<file path="src/bpe_pkg.sv">
// shared types, constants and command codes of the breakpoint envelope generator
package bpe_pkg;

  // table geometry
  localparam int unsigned MAX_POINTS = 16;
  localparam int unsigned PIDX_W     = $clog2(MAX_POINTS);
  localparam int unsigned CNT_W      = $clog2(MAX_POINTS + 1);

  // fixed point
  localparam int unsigned Q_W     = 17;
  localparam logic [Q_W-1:0] ONE_Q16 = 17'h10000;
  localparam int unsigned ENTRY_W = 2 * Q_W;

  // divider unit sizes
  localparam int unsigned DIV_N_W    = 40;
  localparam int unsigned DIV_D_W    = 34;
  localparam int unsigned DIV_STEPS  = DIV_N_W;
  localparam int unsigned DIV_CNT_W  = $clog2(DIV_STEPS + 1);
  localparam int unsigned SUM_W      = DIV_N_W + 1;
  localparam int unsigned TNUM_W     = 39;
  localparam logic [TNUM_W-1:0] TICK_SCALE = 39'd65536000;

  // depth scaling, division by 100 through a reciprocal
  localparam int unsigned PROD_W      = 24;
  localparam logic [6:0]  DEPTH_MAX   = 7'd100;
  localparam logic [PROD_W-1:0] RECIP_100 = 24'd10737419;
  localparam int unsigned RECIP_SHIFT = 30;
  localparam int unsigned RPROD_W     = 2 * PROD_W;

  // move clamp arithmetic
  localparam int unsigned MV_W = 20;

  // register file
  localparam int unsigned PADDR_W = 4;
  localparam int unsigned PDATA_W = 32;
  localparam int unsigned RATE_W  = 18;
  localparam int unsigned LEN_W   = 16;
  localparam int unsigned DEPTH_W = 7;
  localparam int unsigned GAP_W   = 15;
  localparam logic [1:0] REG_RATE  = 2'd0;
  localparam logic [1:0] REG_LEN   = 2'd1;
  localparam logic [1:0] REG_DEPTH = 2'd2;
  localparam logic [1:0] REG_GAP   = 2'd3;
  localparam logic [RATE_W-1:0]  RATE_RST  = 18'd48000;
  localparam logic [LEN_W-1:0]   LEN_RST   = 16'd1000;
  localparam logic [LEN_W-1:0]   LEN_MIN   = 16'd10;
  localparam logic [DEPTH_W-1:0] DEPTH_RST = 7'd100;
  localparam logic [GAP_W-1:0]   GAP_RST   = 15'd655;

  // item modes
  localparam logic [2:0] MODE_TICK   = 3'd0;
  localparam logic [2:0] MODE_NOTE   = 3'd1;
  localparam logic [2:0] MODE_ADD    = 3'd2;
  localparam logic [2:0] MODE_MOVE   = 3'd3;
  localparam logic [2:0] MODE_REMOVE = 3'd4;

  // result status codes
  localparam logic [1:0] ST_OK      = 2'd0;
  localparam logic [1:0] ST_FULL    = 2'd1;
  localparam logic [1:0] ST_CLOSE   = 2'd2;
  localparam logic [1:0] ST_REFUSED = 2'd3;

  typedef struct packed {
    logic [RATE_W-1:0]  rate;
    logic [LEN_W-1:0]   len;
    logic [DEPTH_W-1:0] depth;
    logic [GAP_W-1:0]   gap;
  } cfg_t;

  // commands from the sequencer to the datapath
  typedef enum logic [5:0] {
    CMD_NONE, CMD_INIT0, CMD_INIT1, CMD_LOAD, CMD_TICK_DIV, CMD_TICK_UPD, CMD_NOTE,
    CMD_SET_FULL, CMD_SET_CLOSE, CMD_SET_REFUSED, CMD_WALK_NEXT, CMD_WALK_HIT,
    CMD_SHAPE_RD, CMD_INTERP_FLAT, CMD_INTERP_DIV, CMD_INTERP_UPD, CMD_DEPTH_MUL,
    CMD_DEPTH_DIV, CMD_SCAN_NEXT, CMD_ADD_AT, CMD_SHIFT_INIT, CMD_SH_RD, CMD_SH_WR,
    CMD_ADD_WR, CMD_CNT_IDX, CMD_RM_RD, CMD_RM_WR, CMD_RM_END, CMD_MV_END,
    CMD_MV_RDP, CMD_MV_RDN, CMD_MV_WR, CMD_RESULT
  } cmd_e;

  // status from the datapath to the sequencer
  typedef struct packed {
    logic [2:0] mode;
    logic       running;
    logic       used_full;
    logic       mv_bad;
    logic       mv_end;
    logic       rm_bad;
    logic       hit;
    logic       cnt_zero;
    logic       cnt_last;
    logic       seg_flat;
    logic       add_found;
    logic       add_bad;
    logic       sh_done;
    logic       rm_done;
    logic       div_done;
    logic       out_free;
  } st_t;

endpackage

</file>
<file path="src/bpe_ram.sv">
// generic single write port ram with registered read
module bpe_ram #(
  parameter int unsigned WIDTH = 8,
  parameter int unsigned DEPTH = 16
) (
  input  logic                     clk_i,
  input  logic                     we_i,
  input  logic [$clog2(DEPTH)-1:0] waddr_i,
  input  logic [WIDTH-1:0]         wdata_i,
  input  logic [$clog2(DEPTH)-1:0] raddr_i,
  output logic [WIDTH-1:0]         rdata_o
);

  logic [WIDTH-1:0] mem_q [DEPTH];

  // write and registered read
  always_ff @(posedge clk_i) begin
    if (we_i) begin
      mem_q[waddr_i] <= wdata_i;
    end
    rdata_o <= mem_q[raddr_i];
  end

endmodule

</file>
<file path="src/bpe_div.sv">
// restoring divider, one quotient bit per cycle
module bpe_div (
  input  logic                      clk_i,
  input  logic                      rst_ni,
  input  logic                      start_i,
  input  logic [bpe_pkg::DIV_N_W-1:0] dividend_i,
  input  logic [bpe_pkg::DIV_D_W-1:0] divisor_i,
  output logic                      done_o,
  output logic [bpe_pkg::DIV_N_W-1:0] quotient_o
);
  import bpe_pkg::*;

  logic [DIV_D_W:0]     rem_q, rem_d, trial;
  logic [DIV_N_W-1:0]   quo_q, quo_d;
  logic [DIV_D_W-1:0]   den_q;
  logic [DIV_CNT_W-1:0] step_q, step_d;
  logic                 busy_q, busy_d, done_q, done_d;
  logic                 fits;

  // one trial subtraction
  assign trial = {rem_q[DIV_D_W-1:0], quo_q[DIV_N_W-1]};
  assign fits  = trial >= {1'b0, den_q};

  always_comb begin
    rem_d  = rem_q;
    quo_d  = quo_q;
    step_d = step_q;
    busy_d = busy_q;
    done_d = 1'b0;
    if (start_i) begin
      rem_d  = '0;
      quo_d  = dividend_i;
      step_d = '0;
      busy_d = 1'b1;
    end else if (busy_q) begin
      rem_d  = fits ? trial - {1'b0, den_q} : trial;
      quo_d  = {quo_q[DIV_N_W-2:0], fits};
      step_d = step_q + 1'b1;
      if (step_q == DIV_CNT_W'(DIV_STEPS - 1)) begin
        busy_d = 1'b0;
        done_d = 1'b1;
      end
    end
  end

  // control state
  always_ff @(posedge clk_i or negedge rst_ni) begin
    if (!rst_ni) begin
      busy_q <= 1'b0;
      done_q <= 1'b0;
      step_q <= '0;
    end else begin
      busy_q <= busy_d;
      done_q <= done_d;
      step_q <= step_d;
    end
  end

  // operands
  always_ff @(posedge clk_i) begin
    rem_q <= rem_d;
    quo_q <= quo_d;
    if (start_i) begin
      den_q <= divisor_i;
    end
  end

  assign done_o     = done_q;
  assign quotient_o = quo_q;

endmodule

</file>
<file path="src/bpe_ctrl.sv">
// sequencer that steps the datapath through each item
module bpe_ctrl (
  input  logic          clk_i,
  input  logic          rst_ni,
  input  logic          in_valid_i,
  input  bpe_pkg::st_t  st_i,
  output logic          in_stall_o,
  output bpe_pkg::cmd_e cmd_o
);
  import bpe_pkg::*;

  typedef enum logic [4:0] {
    S_INIT0, S_INIT1, S_IDLE, S_DISPATCH, S_TDIV, S_WALK, S_WWAIT, S_IPREP, S_IDIV,
    S_DMUL, S_DDIV, S_ASCAN, S_AWAIT, S_ACHK, S_SHRD, S_SHWR, S_RRD, S_RWR, S_MV1,
    S_MV2, S_DONE
  } state_e;

  state_e state_q, state_d;

  // next state and command
  always_comb begin
    state_d = state_q;
    cmd_o   = CMD_NONE;
    unique case (state_q)
      S_INIT0: begin
        cmd_o   = CMD_INIT0;
        state_d = S_INIT1;
      end
      S_INIT1: begin
        cmd_o   = CMD_INIT1;
        state_d = S_IDLE;
      end
      S_IDLE: begin
        if (in_valid_i) begin
          cmd_o   = CMD_LOAD;
          state_d = S_DISPATCH;
        end
      end
      S_DISPATCH: begin
        state_d = S_DONE;
        case (st_i.mode)
          MODE_TICK: begin
            if (st_i.running) begin
              cmd_o   = CMD_TICK_DIV;
              state_d = S_TDIV;
            end else begin
              state_d = S_WALK;
            end
          end
          MODE_NOTE: cmd_o = CMD_NOTE;
          MODE_ADD: begin
            if (st_i.used_full) begin
              cmd_o = CMD_SET_FULL;
            end else begin
              state_d = S_ASCAN;
            end
          end
          MODE_MOVE: begin
            if (st_i.mv_bad) begin
              cmd_o = CMD_SET_REFUSED;
            end else if (st_i.mv_end) begin
              cmd_o = CMD_MV_END;
            end else begin
              cmd_o   = CMD_MV_RDP;
              state_d = S_MV1;
            end
          end
          MODE_REMOVE: begin
            if (st_i.rm_bad) begin
              cmd_o = CMD_SET_REFUSED;
            end else begin
              cmd_o   = CMD_CNT_IDX;
              state_d = S_RRD;
            end
          end
          default: cmd_o = CMD_SET_REFUSED;
        endcase
      end
      S_TDIV: begin
        if (st_i.div_done) begin
          cmd_o   = CMD_TICK_UPD;
          state_d = S_WALK;
        end
      end
      // table walk for the shape value
      S_WALK: begin
        if ((st_i.hit && st_i.cnt_zero) || (!st_i.hit && st_i.cnt_last)) begin
          cmd_o   = CMD_SHAPE_RD;
          state_d = S_DMUL;
        end else if (st_i.hit) begin
          cmd_o   = CMD_WALK_HIT;
          state_d = S_IPREP;
        end else begin
          cmd_o   = CMD_WALK_NEXT;
          state_d = S_WWAIT;
        end
      end
      S_WWAIT: state_d = S_WALK;
      S_IPREP: begin
        if (st_i.seg_flat) begin
          cmd_o   = CMD_INTERP_FLAT;
          state_d = S_DMUL;
        end else begin
          cmd_o   = CMD_INTERP_DIV;
          state_d = S_IDIV;
        end
      end
      S_IDIV: begin
        if (st_i.div_done) begin
          cmd_o   = CMD_INTERP_UPD;
          state_d = S_DMUL;
        end
      end
      S_DMUL: begin
        cmd_o   = CMD_DEPTH_MUL;
        state_d = S_DDIV;
      end
      S_DDIV: begin
        cmd_o   = CMD_DEPTH_DIV;
        state_d = S_DONE;
      end
      // insertion point search and shift
      S_ASCAN: begin
        if (st_i.add_found || st_i.cnt_last) begin
          cmd_o   = CMD_ADD_AT;
          state_d = S_ACHK;
        end else begin
          cmd_o   = CMD_SCAN_NEXT;
          state_d = S_AWAIT;
        end
      end
      S_AWAIT: state_d = S_ASCAN;
      S_ACHK: begin
        if (st_i.add_bad) begin
          cmd_o   = CMD_SET_CLOSE;
          state_d = S_DONE;
        end else begin
          cmd_o   = CMD_SHIFT_INIT;
          state_d = S_SHRD;
        end
      end
      S_SHRD: begin
        if (st_i.sh_done) begin
          cmd_o   = CMD_ADD_WR;
          state_d = S_DONE;
        end else begin
          cmd_o   = CMD_SH_RD;
          state_d = S_SHWR;
        end
      end
      S_SHWR: begin
        cmd_o   = CMD_SH_WR;
        state_d = S_SHRD;
      end
      // removal shift
      S_RRD: begin
        if (st_i.rm_done) begin
          cmd_o   = CMD_RM_END;
          state_d = S_DONE;
        end else begin
          cmd_o   = CMD_RM_RD;
          state_d = S_RWR;
        end
      end
      S_RWR: begin
        cmd_o   = CMD_RM_WR;
        state_d = S_RRD;
      end
      // inner point move
      S_MV1: begin
        cmd_o   = CMD_MV_RDN;
        state_d = S_MV2;
      end
      S_MV2: begin
        cmd_o   = CMD_MV_WR;
        state_d = S_DONE;
      end
      S_DONE: begin
        if (st_i.out_free) begin
          cmd_o   = CMD_RESULT;
          state_d = S_IDLE;
        end
      end
      default: state_d = S_IDLE;
    endcase
  end

  // state register
  always_ff @(posedge clk_i or negedge rst_ni) begin
    if (!rst_ni) begin
      state_q <= S_INIT0;
    end else begin
      state_q <= state_d;
    end
  end

  assign in_stall_o = state_q != S_IDLE;

endmodule

</file>
<file path="src/bpe_dp.sv">
// datapath: point table, playhead, arithmetic and result register
module bpe_dp (
  input  logic                          clk_i,
  input  logic                          rst_ni,
  input  bpe_pkg::cfg_t                 cfg_i,
  input  bpe_pkg::cmd_e                 cmd_i,
  input  logic [2:0]                    mode_i,
  input  logic [12:0]                   sample_count_i,
  input  logic [3:0]                    point_index_i,
  input  logic [16:0]                   point_time_i,
  input  logic [16:0]                   point_level_i,
  input  logic                          out_stall_i,
  output bpe_pkg::st_t                  st_o,
  output logic                          out_valid_o,
  output logic [16:0]                   mod_value_o,
  output logic [16:0]                   playhead_pos_o,
  output logic                          is_playing_o,
  output logic [3:0]                    entry_index_o,
  output logic [1:0]                    op_status_o,
  output logic [4:0]                    point_count_o
);
  import bpe_pkg::*;

  // item registers
  logic [2:0]        mode_q;
  logic [12:0]       samp_q;
  logic [PIDX_W-1:0] idx_q, at_q, where_q;
  logic [Q_W-1:0]    x_q, y_q;
  logic [1:0]        status_q;
  logic [CNT_W-1:0]  cnt_q;
  logic [ENTRY_W-1:0] prev_q, cur_q;
  logic [Q_W-1:0]    shape_q;
  logic [PROD_W-1:0] prod_q;

  // envelope state
  logic [CNT_W-1:0]  used_q;
  logic [Q_W-1:0]    play_q, lvl_q;
  logic              run_q, out_valid_q;

  // table memory
  logic [ENTRY_W-1:0] rd, wdata;
  logic [PIDX_W-1:0]  waddr, raddr;
  logic               we;
  logic [Q_W-1:0]     rd_t, rd_l, prev_t, prev_l, cur_t, cur_l;

  assign rd_t   = rd[ENTRY_W-1 -: Q_W];
  assign rd_l   = rd[Q_W-1:0];
  assign prev_t = prev_q[ENTRY_W-1 -: Q_W];
  assign prev_l = prev_q[Q_W-1:0];
  assign cur_t  = cur_q[ENTRY_W-1 -: Q_W];
  assign cur_l  = cur_q[Q_W-1:0];

  // effective register values
  logic [RATE_W-1:0]  rate_eff;
  logic [LEN_W-1:0]   len_eff;
  logic [DEPTH_W-1:0] depth_eff;
  logic [GAP_W-1:0]   gap_eff;

  assign rate_eff  = (cfg_i.rate == '0) ? RATE_W'(1) : cfg_i.rate;
  assign len_eff   = (cfg_i.len < LEN_MIN) ? LEN_MIN : cfg_i.len;
  assign depth_eff = (cfg_i.depth > DEPTH_MAX) ? DEPTH_MAX : cfg_i.depth;
  assign gap_eff   = (cfg_i.gap == '0) ? GAP_W'(1) : cfg_i.gap;

  // shared divider
  logic [TNUM_W-1:0]  tick_num;
  logic [DIV_D_W-1:0] tick_den;
  logic [Q_W-1:0]     seg_num, seg_dl, seg_dx;
  logic [DIV_D_W-1:0] seg_prod;
  logic [DIV_N_W-1:0] div_n, quo;
  logic [DIV_D_W-1:0] div_d;
  logic               div_start, div_done;

  assign tick_num = TNUM_W'(samp_q) * TICK_SCALE;
  assign tick_den = DIV_D_W'(rate_eff) * DIV_D_W'(len_eff);
  assign seg_num  = play_q - prev_t;
  assign seg_dl   = (cur_l >= prev_l) ? cur_l - prev_l : prev_l - cur_l;
  assign seg_dx   = cur_t - prev_t;
  assign seg_prod = DIV_D_W'(seg_num) * DIV_D_W'(seg_dl);

  assign div_start = (cmd_i == CMD_TICK_DIV) || (cmd_i == CMD_INTERP_DIV);
  assign div_n = (cmd_i == CMD_INTERP_DIV) ? DIV_N_W'(seg_prod) : DIV_N_W'(tick_num);
  assign div_d = (cmd_i == CMD_INTERP_DIV) ? DIV_D_W'(seg_dx) : tick_den;

  bpe_div u_div (
    .clk_i      (clk_i),
    .rst_ni     (rst_ni),
    .start_i    (div_start),
    .dividend_i (div_n),
    .divisor_i  (div_d),
    .done_o     (div_done),
    .quotient_o (quo)
  );

  // playhead advance with saturation
  logic [SUM_W-1:0] tick_sum;
  logic             tick_end;

  assign tick_sum = SUM_W'(play_q) + SUM_W'(quo);
  assign tick_end = tick_sum >= SUM_W'(ONE_Q16);

  // depth scaling through the reciprocal of 100
  logic [RPROD_W-1:0] recip_prod;

  assign recip_prod = RPROD_W'(prod_q) * RPROD_W'(RECIP_100);

  // add neighbour spacing check
  logic [Q_W-1:0] gap_q16;
  logic           close_prev, close_next;

  assign gap_q16    = Q_W'(gap_eff);
  assign close_prev = (at_q != '0) &&
                      ((x_q >= prev_t && (x_q - prev_t) < gap_q16) || x_q < prev_t);
  assign close_next = (cur_t >= x_q) && ((cur_t - x_q) < gap_q16);

  // move clamp of an inner point
  logic signed [MV_W-1:0] mv_lo, mv_hi, mv_mn, mv_mx, mv_v;
  logic [Q_W-1:0]         mv_nx;

  always_comb begin
    mv_lo = $signed(MV_W'(prev_t)) + $signed(MV_W'(gap_eff));
    mv_hi = $signed(MV_W'(rd_t)) - $signed(MV_W'(gap_eff));
    mv_mn = (mv_lo < mv_hi) ? mv_lo : mv_hi;
    mv_mx = (mv_lo < mv_hi) ? mv_hi : mv_lo;
    mv_v  = $signed(MV_W'(x_q));
    if (mv_v < mv_mn) begin
      mv_v = mv_mn;
    end
    if (mv_v > mv_mx) begin
      mv_v = mv_mx;
    end
    if (mv_v < $signed(MV_W'(0))) begin
      mv_v = '0;
    end
    if (mv_v > $signed(MV_W'(ONE_Q16))) begin
      mv_v = $signed(MV_W'(ONE_Q16));
    end
    mv_nx = mv_v[Q_W-1:0];
  end

  // memory address and write selection
  always_comb begin
    raddr = cnt_q[PIDX_W-1:0];
    we    = 1'b0;
    waddr = idx_q;
    wdata = rd;
    case (cmd_i)
      CMD_SH_RD:  raddr = cnt_q[PIDX_W-1:0] - 1'b1;
      CMD_RM_RD:  raddr = cnt_q[PIDX_W-1:0] + 1'b1;
      CMD_MV_RDP: raddr = idx_q - 1'b1;
      CMD_MV_RDN: raddr = idx_q + 1'b1;
      CMD_INIT0: begin
        we    = 1'b1;
        waddr = '0;
        wdata = '0;
      end
      CMD_INIT1: begin
        we    = 1'b1;
        waddr = PIDX_W'(1);
        wdata = {ONE_Q16, ONE_Q16};
      end
      CMD_SH_WR, CMD_RM_WR: begin
        we    = 1'b1;
        waddr = cnt_q[PIDX_W-1:0];
      end
      CMD_ADD_WR: begin
        we    = 1'b1;
        waddr = at_q;
        wdata = {x_q, y_q};
      end
      CMD_MV_END: begin
        we    = 1'b1;
        wdata = {(idx_q == '0) ? Q_W'(0) : ONE_Q16, y_q};
      end
      CMD_MV_WR: begin
        we    = 1'b1;
        wdata = {mv_nx, y_q};
      end
      default: ;
    endcase
  end

  bpe_ram #(
    .WIDTH (ENTRY_W),
    .DEPTH (MAX_POINTS)
  ) u_table (
    .clk_i   (clk_i),
    .we_i    (we),
    .waddr_i (waddr),
    .wdata_i (wdata),
    .raddr_i (raddr),
    .rdata_o (rd)
  );

  // envelope state with reset values
  always_ff @(posedge clk_i or negedge rst_ni) begin
    if (!rst_ni) begin
      used_q      <= CNT_W'(2);
      play_q      <= ONE_Q16;
      run_q       <= 1'b0;
      lvl_q       <= '0;
      out_valid_q <= 1'b0;
    end else begin
      if (cmd_i == CMD_RESULT) begin
        out_valid_q <= 1'b1;
      end else if (!out_stall_i) begin
        out_valid_q <= 1'b0;
      end
      case (cmd_i)
        CMD_NOTE: begin
          play_q <= '0;
          run_q  <= 1'b1;
        end
        CMD_TICK_UPD: begin
          if (tick_end) begin
            play_q <= ONE_Q16;
            run_q  <= 1'b0;
          end else begin
            play_q <= tick_sum[Q_W-1:0];
          end
        end
        CMD_DEPTH_DIV: lvl_q  <= recip_prod[RECIP_SHIFT +: Q_W];
        CMD_ADD_WR:    used_q <= used_q + 1'b1;
        CMD_RM_END:    used_q <= used_q - 1'b1;
        default: ;
      endcase
    end
  end

  // per item working registers
  always_ff @(posedge clk_i) begin
    case (cmd_i)
      CMD_LOAD: begin
        mode_q   <= mode_i;
        samp_q   <= sample_count_i;
        idx_q    <= point_index_i;
        x_q      <= (point_time_i > ONE_Q16) ? ONE_Q16 : point_time_i;
        y_q      <= (point_level_i > ONE_Q16) ? ONE_Q16 : point_level_i;
        cnt_q    <= '0;
        status_q <= ST_OK;
        where_q  <= '0;
      end
      CMD_SET_FULL:    status_q <= ST_FULL;
      CMD_SET_CLOSE:   status_q <= ST_CLOSE;
      CMD_SET_REFUSED: status_q <= ST_REFUSED;
      CMD_WALK_NEXT, CMD_SCAN_NEXT: begin
        prev_q <= rd;
        cnt_q  <= cnt_q + 1'b1;
      end
      CMD_WALK_HIT:    cur_q <= rd;
      CMD_SHAPE_RD:    shape_q <= rd_l;
      CMD_INTERP_FLAT: shape_q <= prev_l;
      CMD_INTERP_UPD: begin
        shape_q <= (cur_l >= prev_l) ? prev_l + quo[Q_W-1:0] : prev_l - quo[Q_W-1:0];
      end
      CMD_DEPTH_MUL: prod_q <= PROD_W'(shape_q) * PROD_W'(depth_eff);
      CMD_ADD_AT: begin
        at_q  <= cnt_q[PIDX_W-1:0];
        cur_q <= rd;
      end
      CMD_SHIFT_INIT: cnt_q   <= used_q;
      CMD_SH_WR:      cnt_q   <= cnt_q - 1'b1;
      CMD_ADD_WR:     where_q <= at_q;
      CMD_CNT_IDX:    cnt_q   <= CNT_W'(idx_q);
      CMD_RM_WR:      cnt_q   <= cnt_q + 1'b1;
      CMD_MV_RDN:     prev_q  <= rd;
      default: ;
    endcase
  end

  // result word
  always_ff @(posedge clk_i) begin
    if (cmd_i == CMD_RESULT) begin
      mod_value_o    <= lvl_q;
      playhead_pos_o <= play_q;
      is_playing_o   <= run_q;
      entry_index_o  <= where_q;
      op_status_o    <= status_q;
      point_count_o  <= used_q;
    end
  end

  assign out_valid_o = out_valid_q;

  // status toward the sequencer
  always_comb begin
    st_o.mode      = mode_q;
    st_o.running   = run_q;
    st_o.used_full = used_q >= CNT_W'(MAX_POINTS);
    st_o.mv_bad    = CNT_W'(idx_q) >= used_q;
    st_o.mv_end    = (idx_q == '0) || (CNT_W'(idx_q) == used_q - 1'b1);
    st_o.rm_bad    = (idx_q == '0) || (CNT_W'(idx_q) + 1'b1 >= used_q);
    st_o.hit       = play_q <= rd_t;
    st_o.cnt_zero  = cnt_q == '0;
    st_o.cnt_last  = cnt_q == used_q - 1'b1;
    st_o.seg_flat  = cur_t <= prev_t;
    st_o.add_found = rd_t >= x_q;
    st_o.add_bad   = close_prev || close_next;
    st_o.sh_done   = cnt_q == CNT_W'(at_q);
    st_o.rm_done   = cnt_q + 1'b1 >= used_q;
    st_o.div_done  = div_done;
    st_o.out_free  = !out_valid_q || !out_stall_i;
  end

`ifndef NO_ASSERTIONS
  a_used_range: assert property (@(posedge clk_i) disable iff (!rst_ni)
    used_q >= CNT_W'(2) && used_q <= CNT_W'(MAX_POINTS))
    else $error("point count out of range");

  a_run_below_end: assert property (@(posedge clk_i) disable iff (!rst_ni)
    run_q |-> play_q < ONE_Q16)
    else $error("running with playhead at the end");

  a_values_q16: assert property (@(posedge clk_i) disable iff (!rst_ni)
    lvl_q <= ONE_Q16 && play_q <= ONE_Q16)
    else $error("level or playhead above one");

  a_add_grows: assert property (@(posedge clk_i) disable iff (!rst_ni)
    cmd_i == CMD_ADD_WR |=> used_q == $past(used_q) + 1'b1)
    else $error("insert did not grow the table");
`endif

endmodule

</file>
<file path="src/breakpoint_envelope_generator.sv">
// top level of the breakpoint envelope generator: register file and core
//
// Input words arrive on in_valid_i/in_stall_o with mode_i selecting a block tick,
// note-on, point add, point move or point remove. Every accepted word yields one
// result word on out_valid_o/out_stall_i carrying the envelope value, playhead,
// playing flag, insert index, status and point count.
// A running tick takes up to 2 passes of the 40 step restoring divider, one
// for the playhead advance and one for interpolation, plus the table walk;
// walks and shifts go through the table one entry at a time. The divider and
// the table memory, with one read and one write port, set the pace; one word
// is in work at a time.
// A finished result sits in the output register while the next word is taken;
// if the receiver holds out_stall_i, the core waits at the end of that next word.
// After reset the core writes the end points into the table in S_INIT0 and
// S_INIT1 with in_stall_o high; registers reset to 48000 Hz, 1000 ms, 100 %,
// gap 655 (APB at 4*index); the user must write them only while idle, not enforced.
module breakpoint_envelope_generator (
  input  logic                          clk_i,
  input  logic                          rst_ni,
  input  logic                          psel,
  input  logic                          penable,
  input  logic                          pwrite,
  input  logic [bpe_pkg::PADDR_W-1:0]   paddr,
  input  logic [bpe_pkg::PDATA_W-1:0]   pwdata,
  output logic [bpe_pkg::PDATA_W-1:0]   prdata,
  output logic                          pready,
  input  logic                          in_valid_i,
  output logic                          in_stall_o,
  input  logic [2:0]                    mode_i,
  input  logic [12:0]                   sample_count_i,
  input  logic [3:0]                    point_index_i,
  input  logic [16:0]                   point_time_i,
  input  logic [16:0]                   point_level_i,
  output logic                          out_valid_o,
  input  logic                          out_stall_i,
  output logic [16:0]                   mod_value_o,
  output logic [16:0]                   playhead_pos_o,
  output logic                          is_playing_o,
  output logic [3:0]                    entry_index_o,
  output logic [1:0]                    op_status_o,
  output logic [4:0]                    point_count_o
);
  import bpe_pkg::*;

  cfg_t       cfg_q;
  cmd_e       cmd;
  st_t        st;
  logic       cfg_we;
  logic [1:0] reg_sel;

  assign pready  = 1'b1;
  assign reg_sel = paddr[3:2];
  assign cfg_we  = psel && penable && pwrite;

  // configuration registers
  always_ff @(posedge clk_i or negedge rst_ni) begin
    if (!rst_ni) begin
      cfg_q.rate  <= RATE_RST;
      cfg_q.len   <= LEN_RST;
      cfg_q.depth <= DEPTH_RST;
      cfg_q.gap   <= GAP_RST;
    end else if (cfg_we) begin
      unique case (reg_sel)
        REG_RATE:  cfg_q.rate  <= pwdata[RATE_W-1:0];
        REG_LEN:   cfg_q.len   <= pwdata[LEN_W-1:0];
        REG_DEPTH: cfg_q.depth <= pwdata[DEPTH_W-1:0];
        REG_GAP:   cfg_q.gap   <= pwdata[GAP_W-1:0];
        default: ;
      endcase
    end
  end

  // register readback
  always_comb begin
    unique case (reg_sel)
      REG_RATE:  prdata = PDATA_W'(cfg_q.rate);
      REG_LEN:   prdata = PDATA_W'(cfg_q.len);
      REG_DEPTH: prdata = PDATA_W'(cfg_q.depth);
      REG_GAP:   prdata = PDATA_W'(cfg_q.gap);
      default:   prdata = '0;
    endcase
  end

  bpe_ctrl u_ctrl (
    .clk_i      (clk_i),
    .rst_ni     (rst_ni),
    .in_valid_i (in_valid_i),
    .st_i       (st),
    .in_stall_o (in_stall_o),
    .cmd_o      (cmd)
  );

  bpe_dp u_dp (
    .clk_i          (clk_i),
    .rst_ni         (rst_ni),
    .cfg_i          (cfg_q),
    .cmd_i          (cmd),
    .mode_i         (mode_i),
    .sample_count_i (sample_count_i),
    .point_index_i  (point_index_i),
    .point_time_i   (point_time_i),
    .point_level_i  (point_level_i),
    .out_stall_i    (out_stall_i),
    .st_o           (st),
    .out_valid_o    (out_valid_o),
    .mod_value_o    (mod_value_o),
    .playhead_pos_o (playhead_pos_o),
    .is_playing_o   (is_playing_o),
    .entry_index_o  (entry_index_o),
    .op_status_o    (op_status_o),
    .point_count_o  (point_count_o)
  );

endmodule
</file>
<file path="config.mk">
export PLATFORM = sky130hd
export DESIGN_NAME = breakpoint_envelope_generator
export DESIGN_NICKNAME = d
export VERILOG_FILES = /design/src/bpe_pkg.sv /design/src/bpe_ram.sv /design/src/bpe_div.sv /design/src/bpe_ctrl.sv /design/src/bpe_dp.sv /design/src/breakpoint_envelope_generator.sv
export SDC_FILE = /design/constraint.sdc
export NUM_CORES = 2
export LEC_CHECK = 0
export ABC_AREA = 1
export BUFFER_PORTS_ARGS = -buffer_cell sky130_fd_sc_hd__buf_2
export CORE_MARGIN = 2
export CORE_UTILIZATION = 47
export CTS_CLUSTER_SIZE = 16
export DETAILED_ROUTE_END_ITERATION = 6
export PLACE_DENSITY_LB_ADDON = 0.25
export SETUP_SLACK_MARGIN = 0.5
export SLEW_MARGIN = 10
export SYNTH_ARGS = -nofsm -noshare
export SYNTH_HDL_FRONTEND = slang
export SYNTH_SLANG_ARGS = --single-unit
</file>
<file path="constraint.sdc">
create_clock -name clk_i -period 9.1 [get_ports clk_i]
set_input_delay 0.455 -clock clk_i [delete_from_list [all_inputs] [get_ports clk_i]]
set_output_delay 0.455 -clock clk_i [all_outputs]
set_load 0.02 [all_outputs]
</file>
== Yosys cells after proc, flatten, opt, wreduce, memory -nomap -nowiden ==
Memories as Yosys holds them, arrays and structs flattened. A register that Yosys moved wholly into a read port is not among the register bits.
Index checks and enable logic that the tools add are counted.

* Add/sub/neg operators: 22
* $mul: 5
* Divide/modulo/power cells: 0
* $lt $le $gt $ge: 24
* Equality and inequality tests: 70
* Shift-type cells: 0
* Mux-type cells: 80
* Bitwise operators: 0
* Reduce and logical (&&, ||, !) cells: 45

{| class="wikitable"
|+ Operator list
! cell !! count
|-
| 34-bit one-hot mux with 5 select lines || 1
|-
| 32-bit one-hot mux with 4 select lines || 1
|-
| 17-bit subtractor || 7
|-
| 6-bit one-hot mux with 19 select lines || 1
|-
| 17-bit two-way mux || 6
|-
| 20-bit two-way mux || 5
|-
| 6-bit by 5-bit == test with 1-bit output (second input constant) || 16
|-
| 5-bit one-hot mux with 19 select lines || 1
|-
| 40-bit two-way mux || 2
|-
| 17-bit >= comparator || 4
|-
| 5-bit two-way mux || 11
|-
| 17-bit one-hot mux with 3 select lines || 1
|-
| 6-bit by 4-bit == test with 1-bit output (second input constant) || 8
|-
| 24-bit by 24-bit multiplier with 47-bit output (second input constant) || 1
|-
| 17-bit by 40-bit adder with 41-bit output || 1
|-
| 41-bit by 17-bit >= comparator with 1-bit output (second input constant) || 1
|-
| 5-bit by 4-bit == test with 1-bit output (second input constant) || 8
|-
| 39-bit two-way mux || 1
|-
| 35-bit by 34-bit >= comparator with 1-bit output || 1
|-
| 17-bit > comparator (second input constant) || 2
|-
| 17-bit less-or-equal comparator || 2
|-
| 17-bit by 15-bit < comparator with 1-bit output || 2
|-
| 17-bit by 17-bit multiplier with 34-bit output || 1
|-
| 18-bit by 16-bit multiplier with 34-bit output || 1
|-
| 79 further kinds || 161
|}

* Flip-flop bits (word level): 442
* Latch bits: 0
* Bits in writable memories: 544
* Memory bits (read-only): 0
* Input bits: 97
* Output and inout bits: 81
* Memories kept: 1

{| class="wikitable"
|+ Memories
! name !! depth !! bits a word !! rd ports !! clocked after Yosys merged registers in !! wr ports !! line !! text
|-
| u_dp.u_table.mem_q || 16 || 34 || 1 || 1 || 1 || bpe_ram.sv:14 || <nowiki>logic [WIDTH-1:0] mem_q [DEPTH];</nowiki>
|}

== Depth between registers and ports, before layout ==
* Depth after elaboration: 14
* Mapped depth: 69
* Gate-level depth less buffers: 66

== Hierarchy ==
A second synthesis with hierarchy kept.

* Cells, all modules: 11254
* Area total of the unflattened synthesis: 94720.8 um^2

{| class="wikitable"
|+ Modules (own cells, without submodules)
! module !! times used !! cells each !! area each (um^2) !! sequential area each (um^2)
|-
| bpe_dp || 1 || 7449 || 59438.3 || 7754.9
|-
| bpe_ram || 1 || 2250 || 23940.5 || 17016.3
|-
| bpe_div || 1 || 1021 || 7498.4 || 3103.0
|-
| breakpoint_envelope_generator || 1 || 348 || 2856.5 || 1428.9
|-
| bpe_ctrl || 1 || 186 || 987.2 || 125.1
|}

== Worst setup path before layout ==
OpenSTA, ideal clock, no wires.

* Path type: register to register
* Start: reg cfg_q[7] in the netlist's numbering
* End: mem u_dp.u_table.mem_q[0][26] in the netlist's numbering, data pin
* Arrival: 9.538 ns
* Slack: -0.722 ns
* Cell stages (with the launch flop): 65
* Path buffers: 4
* Period minus slack after synthesis: 9.822 ns
* Cell sequence: dfstp_2 -> nor2_1 -> nand2_1 -> nor2_1 -> nand2_1 -> nand2_1 -> ha_1 -> fa_1 -> inv_1 -> a21oi_1 -> o21ai_0 -> a21oi_1 -> o21ai_0 -> xor2_1 -> ha_1 -> nand4_1 -> o221ai_1 -> nand3_1 -> [... 29 more ...] -> nand2_1 -> nand2_1 -> a21oi_1 -> nor2_1 -> o21ai_0 -> nand2_1 -> clkinv_1 -> nor2_1 -> nor2_1 -> inv_1 -> o211ai_1 -> nand4_1 -> nor2_1 -> nand4_1 -> nand2_1 -> buf_2 -> a21oi_1 -> o21ai_1

* Cells in the longest elaborated chain, start to end: 14

{| class="wikitable"
|+ Ends and longest elaborated chain
! element !! line !! text
|-
| start, declared || breakpoint_envelope_generator.sv:45 || <nowiki>cfg_t cfg_q;</nowiki>
|-
| 15-bit logical NOT || bpe_dp.sv:62 || <nowiki>assign gap_eff = (cfg_i.gap == '0) ? GAP_W'(1) : cfg_i.gap;</nowiki>
|-
| 15-bit two-way mux (*) || bpe_dp.sv:62 ||
|-
| 17-bit by 15-bit adder with 18-bit output / 17-bit by 15-bit subtractor with 18-bit output (equally long branches) || bpe_dp.sv:120, bpe_dp.sv:121 ||
|-
| 20-bit < comparator || bpe_dp.sv:122, bpe_dp.sv:123 ||
|-
| 20-bit two-way mux || bpe_dp.sv:122 || <nowiki>mv_mn = (mv_lo < mv_hi) ? mv_lo : mv_hi;</nowiki>
|-
| 18-bit by 20-bit < comparator with 1-bit output || bpe_dp.sv:125 || <nowiki>if (mv_v < mv_mn) begin</nowiki>
|-
| 20-bit two-way mux || bpe_dp.sv:125 ||
|-
| 20-bit > comparator || bpe_dp.sv:128 || <nowiki>if (mv_v > mv_mx) begin</nowiki>
|-
| 20-bit two-way mux || bpe_dp.sv:128 ||
|-
| 20-bit by 1-bit < comparator with 1-bit output || bpe_dp.sv:131 || <nowiki>if (mv_v < $signed(MV_W'(0))) begin</nowiki>
|-
| 20-bit two-way mux || bpe_dp.sv:131 ||
|-
| 20-bit by 18-bit > comparator with 1-bit output || bpe_dp.sv:134 || <nowiki>if (mv_v > $signed(MV_W'(ONE_Q16))) begin</nowiki>
|-
| 17-bit two-way mux || bpe_dp.sv:134 ||
|-
| 34-bit one-hot mux with 5 select lines (*) || bpe_dp.sv:146 || <nowiki>case (cmd_i)</nowiki>
|-
| named net u_dp.u_table.wdata_i[26] || bpe_ram.sv:9 || <nowiki>input logic [WIDTH-1:0] wdata_i,</nowiki>
|-
| end, declared || bpe_ram.sv:14 ||
|}

The timed path passes the listed nets; every way through them passes the cells marked *.

== Worst setup path in the final report ==
* Start: reg cfg_q[9] in the netlist's numbering
* End: mem u_dp.u_table.mem_q[10][24] in the netlist's numbering, data pin

The elaborated chain is that of the path after synthesis.

==> summary.txt <==
status -> complete, but fails checks
failing checks -> negative setup slack
Fin Clk Skew -> 0.125 ns
Critical Path Start Type -> flip-flop
CTS tree -> done
mean post-synth cell area -> 8.72 um2
fmax -> 104 MHz
PwrDens -> 185 nW/um2
r2r setup slk -> -0.47 ns
number of remaining DRC errors -> 0
initial antenna violation count -> 8
total CTS buffers -> 117
post-route ant nets -> 0
Peak VDD IR -> 282 uV
Seq cells post-synth -> 1,020
logic gate share of total power -> 46.2%
met3 wire len -> 20,000 um
largest net degree at the start of global routing -> 202
WL final -> 285,000 um
max-cap viol count -> 0
Slew @ Worst Pin -> 1.19 ns
Critical Path End -> u_dp.u_table.mem_q[10][24]$_DFFE_PP_
fin worst setup slack -> -0.474 ns
Chip Width -> 447 um
CTS sink count -> 1,020
CTS clk-pin slew, worst paths -> 0.07 ns
Leak -> 50.2 nW
number of global-route vias before repair -> 74,700
CP max stage delay -> 0.53 ns
critical setup path kind -> flip-flop to flip-flop
Final Hold Viols -> 0
Placer Congestion -> 1.02
buffers added on ports -> 146
max-slew violations -> 0
internal power -> 0.0119 W
max layer used -> met5
endpoint type of the worst setup path -> flip-flop
hpwl dp -> 213,000 um
RSZ-0062 raised after global routing -> true
CP Launch Point -> cfg_q[9]$_DFFE_PN1P_
most used cell, CP -> nand2_1
Post-synth EDFFs -> 842
H-Tree Depth -> 3
grt ovf -> 0
Initial Util -> 47.3%
Hold WC Path Type -> input pin to flip-flop
worst skew pair latency -> 0.83 ns
critical path required time -> 9.66 ns
slowest cell on the critical path -> dfstp_2
detail-routed via count per cell -> 5.39
Seq/Total Area, Yosys -> 31.9%
reg2reg start -> cfg_q[9]$_DFFE_PN1P_
switch share -> 38.0%
crit path max fanout -> 8
sequential share of power -> 28.0%
total power -> 0.0192 W
endpoints failing setup -> 274
met2 WL -> 133,000 um
drt pass-1 iters -> 6
WL met1 -> 118,000 um
core area -> 195,000 um2
yosys synthesis warning count -> 0
switching power of the nets -> 0.00729 W
Clock Tree Buf Depth -> 3
floorplan row count -> 162
first-pass GRT wire length -> 436,000 um
dpl cells -> 13,400
drt wl/cell -> 20.8 um
Total GRT Usage -> 28.4%
power share of the clock group -> 25.8%
Post-synth top flop -> edfxtp_1
WHS -> 0.0299 ns
R2R depth -> 66
DR iter-0 viols -> 6,018
max_slew headroom -> 20.9%
IO Pins -> 178
FFs w/ async S/R, synth -> 10.8%
die outline area -> 200,000 um2
fin cells -> 13,700
Area Overhead vs Synth -> 12.4%
WP data arrival -> 10.14 ns
Distinct cells, synth -> 73
fraction of layout cells with a size suffix above 1 -> 9.07%
Filler cells -> 18,000
clock root buffer -> clkbuf_16
Die Height -> 447 um
Cells after Synth -> 10,600
post-layout util -> 53.2%
final worst path period share -> 105%
Post-Syn Area -> 92,300 um2
Vias -> 74,000
Tmin final -> 9.57 ns
final net count -> 12,800
reg-to-reg critical path endpoint -> u_dp.u_table.mem_q[10][24]$_DFFE_PP_
-- worst max-delay path: cells and delay by family (launching register included) --
kind / cells / cell delay (ns)
compound gates: 23 / 2.91
simple gates: 25 / 2.43
fa+ha+maj: 7 / 2.05
buf+inv: 10 / 1.19
flops: 1 / 0.53
xor+xnor: 1 / 0.21
-- sequential cells by signal, summed over array words and instances (netlist names), 24 cells and up --
signal / cells
cfg_q: 56
u_dp.cur_q: 34
u_dp.prev_q: 34
u_dp.prod_q: 24
u_dp.u_div.den_q: 34
u_dp.u_div.quotient_o: 40
u_dp.u_div.rem_q: 34
u_dp.u_table.mem_q: 544
u_dp.u_table.rdata_o: 34
-- logic make-up (layout without fill, tap and decap cells) --
family,Yosys count,after routing,share of synthesized area [%]
buffers and inverters,2556,3055,10.7
flip-flops,1020,1020,31.9
AND/OR/NAND/NOR,3789,3790,17.6
adder cells (fa/ha/maj),1710,1710,29.7
XOR/XNOR,287,287,2.74
AO/OA/AOI/OAI,1211,1213,7.38
other,2,19,0.00814
multiplexers,1,1,0.0108
-- layout by cell type, fill, tap and decap left out, drive strengths merged, types with 10 or more instances in the layout --
cell         count
dfstp           24
bufinv          10
ha             913
conb            15
o21bai          24
a31oi           35
xor2           188
o21a            18
xnor2           99
a211oi          10
clkinvlp        13
nand3          752
edfxtp         842
o31ai           16
o211ai          39
a21o            25
nor3            61
nand2         2181
buf            568
a21oi          508
fa             797
nor2           535
o21ai          409
clkbuf         166
nand4           67
or2             41
a21boi          11
clkinv          40
nor4            30
nand3b         108
o22ai           52
dfxtp           68
o221ai          38
dlygate4sd3     62
dfrtp           86
inv           2196
-- what timing repair did --
| action | 4_1_cts | 5_1_grt |
|---|---|---|
| gates cloned | 9 | 2 |
| pin swaps | 29 | 28 |
| setup buffers | 20 | 9 |
| hold buffers | 62 | 0 |
| setup endpoints to repair | 291 | 295 |
| resized for setup | 70 | 46 |
| endpoints found under the hold margin | 114 | 0 |
-- area by class of cell --
| type | instances | area (um2) | share of cell area (%) |
|---|---|---|---|
| flip-flops and latches | 1020 | 29400 | 28.4 |
| well taps | 2624 | 3280 | 3.17 |
| repair buffers | 633 | 4970 | 4.79 |
| inverters | 2199 | 8300 | 8.00 |
| clock buffers | 163 | 3270 | 3.16 |
| multi-input cells | 7016 | 53600 | 51.7 |
| clock inverters | 60 | 797 | 0.769 |
| diodes | 4 | 10.0 | 0.00965 |
-- Yosys cell counts (16+ instances only) --
master | n | share of area [%]
buf_2 | 110 | 0.60
inv_2 | 26 | 0.11
o21bai_1 | 24 | 0.20
o31ai_1 | 16 | 0.13
buf_4 | 23 | 0.19
o21ai_0 | 385 | 2.1
fa_1 | 797 | 17
dfxtp_1 | 68 | 1.5
nand3_1 | 743 | 4.0
ha_1 | 913 | 12
nor2_1 | 525 | 2.1
o221ai_1 | 38 | 0.36
o21ai_1 | 18 | 0.098
nand4_1 | 65 | 0.44
a21oi_1 | 506 | 2.7
xor2_1 | 186 | 1.8
nor3_1 | 59 | 0.32
or2_2 | 41 | 0.28
nand3b_1 | 107 | 0.87
a31oi_1 | 35 | 0.24
dfrtp_1 | 86 | 2.3
o22ai_1 | 52 | 0.35
xnor2_1 | 99 | 0.94
o211ai_1 | 39 | 0.32
o21a_1 | 18 | 0.15
nand2_1 | 2174 | 8.8
inv_1 | 2158 | 8.8
edfxtp_1 | 842 | 27
nor4_1 | 30 | 0.20
a21o_1 | 25 | 0.20
buf_1 | 27 | 0.11
dfstp_2 | 24 | 0.68
clkbuf_1 | 189 | 0.77
-- layer usage --
metal | up-vias | GRT usage, %
li1 | 34600 | -
met1 | 35900 | 37.2
met2 | 2786 | 46.6
met3 | 635 | 3.87
met4 | 2 | 13.5
met5 | - | 0
-- power groups by stage --
stage / registers [W] / clock network [W] / logic [W]
3_5_place_dp: 0.00547 / 0 / 0.00812
4_1_cts: 0.00537 / 0.00503 / 0.00863
2_1_floorplan: 0.00540 / 0 / 0.00538
3_3_place_gp: 0.00547 / 0 / 0.00799
6_report: 0.00538 / 0.00494 / 0.00886
5_1_grt: 0.00538 / 0.00520 / 0.00992
-- per-stage QoR --
step                      worst slack (ns)  area, um2  setup TNS (ns)
final                               -0.474     104000          -99.04
after global routing                 -1.07     104000         -262.99
after CTS                           -0.375     103000          -65.72
after detailed placement            -0.676      98100         -130.82
after global placement              -0.580      98100         -112.82
after floorplan                      0.413      92500               0
-- worst min-delay path by stage --
stage	slack [ns]	cells after the start	from	to
5_1_grt	0.02	3	point_level_i[5]	u_dp.y_q[5]$_SDFFCE_PN0P_
2_1_floorplan	0.16	0	rst_ni	cfg_q[10]$_DFFE_PN0P_
6_report	0.03	3	pwdata[14]	cfg_q[52]$_DFFE_PN0P_
4_1_cts	0.004	3	point_level_i[5]	u_dp.y_q[5]$_SDFFCE_PN0P_
3_3_place_gp	0.41	0	u_dp.where_q[0]$_SDFFCE_PP0P_	u_dp.entry_index_o[0]$_DFFE_PP_
3_5_place_dp	0.42	0	u_dp.where_q[3]$_SDFFCE_PP0P_	u_dp.entry_index_o[3]$_DFFE_PP_
Note: power is estimated with default switching activity, not from simulation.
